$ cat src/hdl/rqps_pkg.sv
`timescale 1ns / 1ps
// ----------------------------------------------------------------------------
// rqps_pkg
// Request and response types shared by the ready queue and its checker.
// ----------------------------------------------------------------------------
package rqps_pkg;

  localparam int ID_W   = 16;
  localparam int PRIO_W = 6;
  localparam int CNT_W  = 7;

  typedef enum logic {
    FUNC_INSERT = 1'b0,
    FUNC_REMOVE = 1'b1
  } func_t;

  typedef struct packed {
    func_t               func;
    logic [ID_W-1:0]     proc_id;
    logic [PRIO_W-1:0]   priority_req;
  } req_t;

  typedef struct packed {
    logic [ID_W-1:0]     out_id;
    logic [PRIO_W-1:0]   out_priority;
    logic                found;
    logic                overflow;
    logic [CNT_W-1:0]    entry_count;
  } rsp_t;

endpackage

$ cat src/hdl/ready_queue_priority_select.sv
`timescale 1ns / 1ps
// ----------------------------------------------------------------------------
// ready_queue_priority_select
// Bounded ready queue; insert appends an entry, remove returns the latest
// entry among those of highest priority and closes the gap.
// ----------------------------------------------------------------------------
// Insert, and remove on an empty queue, go straight to the response.
// Remove with N entries held and the winner in slot B: a scan of all N slots,
// then a shift of the entries behind B down by one; one memory read per cycle
// for the scan (N) and the shift (N - B - 1).
// One request at a time; the response register frees the sequencer.
// Synchronous reset empties the queue and drops any pending response.
// ----------------------------------------------------------------------------
module ready_queue_priority_select #(
  parameter int CAPACITY = 64
) (
  input  logic            clk,
  input  logic            rst,
  input  logic            req_valid,
  output logic            req_ready,
  input  rqps_pkg::req_t  req,
  output logic            rsp_valid,
  input  logic            rsp_ready,
  output rqps_pkg::rsp_t  rsp
);

  import rqps_pkg::*;

  localparam int AW = (CAPACITY > 1) ? $clog2(CAPACITY) : 1;
  localparam int CW = $clog2(CAPACITY + 1);

  typedef struct packed {
    logic [ID_W-1:0]   id;
    logic [PRIO_W-1:0] prio;
  } entry_t;

  typedef enum logic [1:0] {
    ST_IDLE,
    ST_SCAN,
    ST_SHIFT,
    ST_DONE
  } state_t;

  state_t            state;
  logic [CW-1:0]     count;
  logic [CW-1:0]     idx;
  logic [CW-1:0]     didx;
  logic              dvalid;
  logic [CW-1:0]     best_idx;
  logic [ID_W-1:0]   best_id;
  logic [PRIO_W-1:0] best_prio;
  logic [ID_W-1:0]   res_id;
  logic [PRIO_W-1:0] res_prio;
  logic              res_found;
  logic              res_over;

  entry_t            mem [CAPACITY];
  entry_t            rd_data;
  logic [AW-1:0]     rd_addr;
  logic              mem_we;
  logic [AW-1:0]     mem_wa;
  entry_t            mem_wd;

  logic              accept;
  logic              full;
  logic              issue;
  logic              take;
  logic              scan_last;
  logic [CW-1:0]     best_idx_next;
  logic [ID_W-1:0]   best_id_next;
  logic [PRIO_W-1:0] best_prio_next;
  logic [CW-1:0]     shift_wa;

  assign req_ready = (state == ST_IDLE);
  assign accept    = req_valid && req_ready;
  assign full      = (count == CW'(CAPACITY));
  assign issue     = (idx < count);
  assign rd_addr   = idx[AW-1:0];
  assign shift_wa  = didx - CW'(1);

  assign take           = (didx == '0) || (rd_data.prio >= best_prio);
  assign scan_last      = dvalid && (didx == count - CW'(1));
  assign best_idx_next  = take ? didx : best_idx;
  assign best_id_next   = take ? rd_data.id : best_id;
  assign best_prio_next = take ? rd_data.prio : best_prio;

  always_comb begin
    mem_we = 1'b0;
    mem_wa = count[AW-1:0];
    mem_wd = '{id: req.proc_id, prio: req.priority_req};
    if (state == ST_IDLE && accept && req.func == FUNC_INSERT && !full) begin
      mem_we = 1'b1;
    end else if (state == ST_SHIFT && dvalid) begin
      mem_we = 1'b1;
      mem_wa = shift_wa[AW-1:0];
      mem_wd = rd_data;
    end
  end

  always_ff @(posedge clk) begin
    if (mem_we) begin
      mem[mem_wa] <= mem_wd;
    end
    rd_data <= mem[rd_addr];
  end

  always_ff @(posedge clk) begin
    if (rst) begin
      state     <= ST_IDLE;
      count     <= '0;
      idx       <= '0;
      dvalid    <= 1'b0;
      rsp_valid <= 1'b0;
    end else begin
      rsp_valid <= (state == ST_DONE) || (rsp_valid && !rsp_ready);
      unique case (state)
        ST_IDLE: begin
          if (accept) begin
            res_id    <= '0;
            res_prio  <= '0;
            res_found <= 1'b0;
            res_over  <= (req.func == FUNC_INSERT) && full;
            idx       <= '0;
            dvalid    <= 1'b0;
            if (req.func == FUNC_INSERT) begin
              if (!full) begin
                count <= count + CW'(1);
              end
              state <= ST_DONE;
            end else if (count == '0) begin
              state <= ST_DONE;
            end else begin
              state <= ST_SCAN;
            end
          end
        end
        ST_SCAN: begin
          if (issue) begin
            idx  <= idx + CW'(1);
            didx <= idx;
          end
          dvalid <= issue;
          if (dvalid) begin
            best_idx  <= best_idx_next;
            best_id   <= best_id_next;
            best_prio <= best_prio_next;
          end
          if (scan_last) begin
            idx   <= best_idx_next + CW'(1);
            state <= ST_SHIFT;
          end
        end
        ST_SHIFT: begin
          if (issue) begin
            idx  <= idx + CW'(1);
            didx <= idx;
          end
          dvalid <= issue;
          if (!issue && !dvalid) begin
            count     <= count - CW'(1);
            res_id    <= best_id;
            res_prio  <= best_prio;
            res_found <= 1'b1;
            state     <= ST_DONE;
          end
        end
        ST_DONE: begin
          if (!rsp_valid || rsp_ready) begin
            rsp.out_id       <= res_id;
            rsp.out_priority <= res_prio;
            rsp.found        <= res_found;
            rsp.overflow     <= res_over;
            rsp.entry_count  <= CNT_W'(count);
            state            <= ST_IDLE;
          end
        end
        default: state <= ST_IDLE;
      endcase
    end
  end

endmodule

$ cat config.mk
export PLATFORM = sky130hd
export DESIGN_NAME = ready_queue_priority_select
export DESIGN_NICKNAME = d
export VERILOG_FILES = /design/src/hdl/rqps_pkg.sv /design/src/hdl/ready_queue_priority_select.sv
export SDC_FILE = /design/constraint.sdc
export NUM_CORES = 1
export LEC_CHECK = 0
export ABC_AREA = 0
export BUFFER_PORTS_ARGS = -buffer_cell sky130_fd_sc_hd__buf_2
export CELL_PAD_IN_SITES_DETAIL_PLACEMENT = 0
export CELL_PAD_IN_SITES_GLOBAL_PLACEMENT = 1
export CORE_AREA = 2 2 355 287
export CTS_CLUSTER_DIAMETER = 120
export DETAILED_ROUTE_END_ITERATION = 12
export DIE_AREA = 0 0 357 289
export GPL_ROUTABILITY_DRIVEN = 0
export PLACE_DENSITY_LB_ADDON = 0.08
export SKIP_CTS_REPAIR_TIMING = 1
export SYNTH_ARGS = -nofsm -noshare
export SYNTH_HDL_FRONTEND = slang
export SYNTH_SLANG_ARGS = --single-unit
$ cat constraint.sdc
create_clock -name clk -period 6.2 [get_ports clk]
set_input_delay 0 -clock clk [delete_from_list [all_inputs] [get_ports clk]]
set_output_delay 0 -clock clk [all_outputs]
set_load 0.02 [all_outputs]
# After elaboration in Yosys (flattened, before gate mapping)
# Memory sizes are Yosys's and may differ from the RTL's. A register that Yosys moved wholly into a read port is not among the register bits.
# Cells that the tools add are included.
[totals]
reg_bits = 109
ram_bits = 1408
inputBits = 27
output_inout_bits = 33
word_cells = 108
mem_count = 1
[classes]
addsub = 5
order_cmp = 2
n_eq_ne = 11
mux = 35
n_bitwise = 2
n_reduce_logical = 34
[mem_list]
columns = ["name", "depth", "width", "read_ports", "rd_ports_with_merged_regs", "wr", "line_no", "rtl"]
rows = [
  ["mem", 64, 22, 1, 1, 1, "ready_queue_priority_select.sv:57", "entry_t mem [CAPACITY];"],
]
[ops]
columns = ["op", "n"]
rows = [
  ["two-way mux 7 bit", 8],
  ["two-way mux 22 bit", 2],
  ["two-way mux 16 bit", 2],
  ["one-hot mux 16 bit (2 select lines)", 1],
  ["two-way mux 6 bit", 4],
  ["adder 7 x 1 -> 7 bit, second input constant", 3],
  ["one-hot mux 7 bit (3 select lines)", 1],
  ["logical NOT 7 bit", 2],
  ["one-hot mux 7 bit (2 select lines)", 1],
  ["two-way mux 2 bit", 6],
  ["one-hot mux 6 bit (2 select lines)", 1],
  ["AND reduction 3 bit", 4],
  ["AND reduction 4 bit", 3],
  ["logical AND 1 bit", 9],
  ["one-hot mux 2 bit (4 select lines)", 1],
  ["== test 7 bit", 1],
  ["== test 7 bit, second input constant", 1],
  ["less-than comparator 7 bit", 1],
  ["subtractor 7 x 1 -> 7 bit, second input constant", 1],
  [">= comparator 6 bit", 1],
  ["two-way mux 1 bit", 6],
  ["!= test 2 x 1 -> 1 bit, second input constant", 3],
  ["!= test 2 bit, second input constant", 3],
  ["subtractor 6 x 1 -> 6 bit, second input constant", 1],
  ["other kinds (12)", 23],
]

# Depth between registers and ports, before layout
[logic_depth]
depth_word = 8
mapped_depth = 13

# Least setup slack after synthesis
# No wires, ideal clock.
[synth_path]
kind = "register to register"
from = "reg count[2]"
to = "reg res_found (enable)"
setup_ps = 439
arrival_time_ps = 3538
required_time_ps = 5761
path_slack_ps = 2223
stages_incl_launch_ff = 8
path_buffers = 1
synth_period_minus_slack_ps = 3977
path_cell_list = "dfxtp_1 > clkbuf_1 > inv_1 > ha_1 > nor2_1 > o311a_1 > o21a_1 > a211oi_1"
[synth_via]
elab_chain_len = 5
[synth_lines]
columns = ["element", "line_no", "rtl"]
rows = [
  ["start: declaration", "ready_queue_priority_select.sv:45", "logic [CW-1:0] count;"],
  ["start signal: assignment", "ready_queue_priority_select.sv:127", "count <= count + CW'(1);"],
  ["start signal: assignment", "ready_queue_priority_select.sv:160", "count <= count - CW'(1);"],
  ["less-than comparator 7 bit", "ready_queue_priority_select.sv:77", "assign issue = (idx < count);"],
  ["logical NOT 1 bit", "ready_queue_priority_select.sv:159", "if (!issue && !dvalid) begin"],
  ["logical AND 1 bit", "ready_queue_priority_select.sv:159", ""],
  ["!= test 2 x 1 -> 1 bit (no source line)", "n/a", ""],
  ["AND reduction 4 bit (no source line)", "n/a", ""],
  ["end signal: assignment", "ready_queue_priority_select.sv:121", "res_found <= 1'b0;"],
  ["end signal: assignment", "ready_queue_priority_select.sv:163", "res_found <= 1'b1;"],
  ["end: declaration", "ready_queue_priority_select.sv:54", "logic res_found;"],
]
# No other way between the ends.
# A chain may end at the register's enable or synchronous reset.

# Worst setup path after layout
[layout_path]
from = "reg count[0]"
to = "mem mem[57][13] (netlist bit) (enable)"
[layout_via]
elab_chain_len = 6
word_cells_on_any_way = 8
classes_between = "eq/ne (1); mux (5); reduce/logical (2)"
[layout_lines]
columns = ["element", "line_no", "rtl"]
rows = [
  ["== test 7 bit", "ready_queue_priority_select.sv:76", "assign full = (count == CW'(CAPACITY));"],
  ["logical NOT 1 bit", "n/a", ""],
  ["logical AND 1 bit", "ready_queue_priority_select.sv:91", "if (state == ST_IDLE && accept && req.func == FUNC_INSERT && !full) begin"],
  ["two-way mux 1 bit", "ready_queue_priority_select.sv:91", ""],
  ["two-way mux 1 bit", "ready_queue_priority_select.sv:101", "if (mem_we) begin"],
  ["two-way mux 1 bit (implied by the code)", "ready_queue_priority_select.sv:102", "mem[mem_wa] <= mem_wd;"],
  ["end: declaration", "ready_queue_priority_select.sv:57", ""],
]
# Several ways; a longest one is shown, not always the timed one.

==> impl_metrics.tcl <==
set metrics [dict create \
    crit_slowest_cell "nor2_2" \
    dpl.cell_count 3953 \
    crit_buf_inv 2 \
    clock_tree.buffer_depth 3 \
    grt_overflow 0 \
    worst_pin_slew_ns 1.34 \
    clock.fmax_mhz 216 \
    arrival_ns 5.09 \
    wl_per_cell_microns 33.6 \
    yosys-top-cells-count "edfxtp_1 (1499), mux4_2 (440), nor2_1 (86), clkbuf_1 (75), nand2_1 (64)" \
    core_sq_um 99700 \
    fillers 6326 \
    min_period_ns 4.63 \
    final_max_slew_viol_count 0 \
    fin_skew_ns 0.0226 \
    synth.most_common_cell "edfxtp_1" \
    clk_pin_slew_ns 0.06 \
    worst-path-max-fanout 20 \
    synth_flop_cell "edfxtp_1" \
    grt_max_degree 82 \
    yosysWarnings 0 \
    io_pins 60 \
    finalNonFillerCells 4217 \
    power-per-cell-area_nw_per_um2 351 \
    synthArstFlopShare_pct 0 \
    synthesis.area_sq_um 59500 \
    drt_iter0_markers 4122 \
    hold_viol 0 \
    route.vias.total 28200 \
    diodes 0 \
    synth_nets 2657 \
    vias_per_cell 6.68 \
    route.detailed.drc 0 \
    ctsHtreeMaxLevel 4 \
    r2r-end "mem[57][13]" \
    slew_headroom_pct 10.6 \
    insertion_delay_ns 0.76 \
    antenna_found_initial 2 \
    crit_chain "inv_1, ha_1, nor2b_1, a311oi_4, nor2_4, mux2i_2, nand3_1, nor2_2, buf_4" \
    path_delay_family "simple AND/OR/NAND/NOR gates" \
    setup_violations 0 \
    syn_inst 2607 \
    cts_sinks 1539 \
    grt_pass1_vias 27200 \
    synth.largest_area_cell "edfxtp_1" \
    drive_gt1_share_pct 31.0 \
    fp.dieW_microns 357 \
    dr.pass1.iters 6 \
    endpoint_kind "flip-flop" \
    hold_depth 2 \
    synth_top_area_share_pct 75.7 \
    crit_path_start_kind "flip-flop" \
    cts_buffers 147 \
    dpl-instance-area_sq_um 61900 \
    criticalPathCategory "flip-flop to flip-flop" \
    hp-start "req[19]" \
    yosys-top-cells-area "edfxtp_1 (76%), mux4_2 (17%), dfxtp_1 (1.3%)" \
    hold_path_class "input port to flip-flop" \
    dp_hpwl_mm 87.6 \
    place_ws_ns 1.61 \
    fin_area_sq_um 66500 \
    maxCapViolCount 0 \
    r2r_start "count[0]" \
    design.die.area_sq_um 103000 \
    drtAntennaViolNets 0 \
    cp_slowest_stage_delay_ns 1.11 \
    synth-seq-cells 1539 \
    routed_wl_mm 142 \
    die_h_microns 289 \
    start_util_pct 59.7 \
    peakVddDrop_mv 0.319 \
    ys_seq_area_share_pct 77.0 \
    grt_pass1_wl_mm 202 \
    synth_edf_count 1499 \
    root_buffer "clkbuf_16" \
    cp.required_ns 6.66 \
    syn_to_final_growth_pct 11.9 \
    syn_avg_cell_area_sq_um 22.8 \
    min_to "mem[62][19]" \
    outcome "finished clean" \
    fin_ws_ns 1.57 \
    reg2reg_slack_ns 1.57 \
    fp-row-count 104 \
    rsz0062_at_grt "no" \
    p_leak_nw 20.4 \
    synthDistinctLibCells 61 \
    cts_tree "built" \
    finalCritPeriodShare_pct 74.6 \
    tns_ns 0 \
    grt_usage_pct 28.2 \
    reg2regPathDepth 9 \
    num-nets-final 2832 \
    port_buffers 59 \
]
per-layer routing:
layer / vias up / GRT usage [%] / wire, microns / share of wire [%]
met5: - / 0 / 0 / 0
met4: 0 / 6.07 / 2200 / 1.6
met3: 148 / 6.81 / 16600 / 12
met2: 1565 / 37.7 / 59800 / 42
met1: 15000 / 47.8 / 62900 / 44
li1: 11400 / - / - / -
cells by family (layout without fill, tap and decap cells):
| kind of cell | count (synthesis) | in the layout | synth area share [%] |
|---|---|---|---|
| multiplexers | 481 | 481 | 17.4 |
| flip-flops | 1539 | 1539 | 77.0 |
| AO/OA/AOI/OAI | 125 | 125 | 1.54 |
| AND/OR/NAND/NOR | 255 | 255 | 2.05 |
| XOR/XNOR | 23 | 23 | 0.339 |
| adder cells (fa/ha/maj) | 23 | 23 | 0.484 |
| buffers and inverters | 161 | 446 | 1.12 |
layout by cell type (no fill, tap or decap), drive strengths merged, types with 3 or more instances in the layout:
| cell type | instances |
|---|---|
| dfxtp | 40 |
| o311ai | 3 |
| nor3 | 7 |
| edfxtp | 1499 |
| a211o | 3 |
| xnor2 | 9 |
| xor2 | 14 |
| o211ai | 3 |
| a211oi | 7 |
| mux2 | 30 |
| and3 | 6 |
| a311oi | 5 |
| clkinvlp | 3 |
| clkbuf | 192 |
| and2 | 28 |
| a31oi | 3 |
| nand2b | 7 |
| inv | 28 |
| o22ai | 3 |
| buf | 154 |
| or3 | 10 |
| nor2b | 7 |
| nand2 | 64 |
| a41oi | 3 |
| bufinv | 10 |
| mux2i | 11 |
| mux4 | 440 |
| nor2 | 87 |
| o31ai | 5 |
| nand4 | 10 |
| clkinv | 54 |
| a21oi | 12 |
| o21ai | 20 |
| dlygate4sd3 | 5 |
| a22oi | 45 |
| ha | 23 |
| nand3 | 22 |
cell type report:
| cell class | instances | area, sq um | area share [%] |
|---|---|---|---|
| clock inverter | 67 | 578 | 0.869 |
| clock buffer | 192 | 4030 | 6.05 |
| sequential | 1539 | 45800 | 68.9 |
| timing repair buffer | 159 | 1150 | 1.72 |
| inverter | 28 | 110 | 0.165 |
| tap | 1325 | 1660 | 2.49 |
| multi-input combinational | 907 | 13200 | 19.8 |
through the flow:
step	hold slack, ns	power (mW)	utilization, %
floorplan	0.203	13.9	-
global placement	0.313	14.8	62.1
detailed placement	0.333	14.9	62.1
CTS	-0.472	23.4	66.7
global route	0.108	24.0	66.8
finish	0.110	23.3	66.8
worst max path at each step:
stage,from,endpoint,slack [ns],depth (start not counted)
finish,count[0],mem[57][13],1.57,9
detailed placement,count[0],mem[57][13],1.61,9
CTS,count[0],mem[57][13],1.61,9
global route,count[0],mem[57][13],1.36,9
global placement,count[0],mem[56][0],1.79,9
floorplan,count[2],res_found,2.22,7
report_power, final:
group          total, mW  internal, mW  switching [mW]  leakage, nW
registers           11.9          11.8           0.163         13.8
logic               2.77          1.07            1.70         4.36
clock network       8.64          4.97            3.67         2.24
total               23.3          17.8            5.53         20.4
registers in the layout, indices dropped and copies added, names as in the netlist, 2 cells and up:
register / cells
rd_data: 22
idx: 7
best_idx: 7
count: 7
didx: 7
best_prio: 6
res_id: 16
mem: 1408
state: 2
best_id: 16
res_prio: 6
rsp: 31
Power figures use the tool's default switching activity.
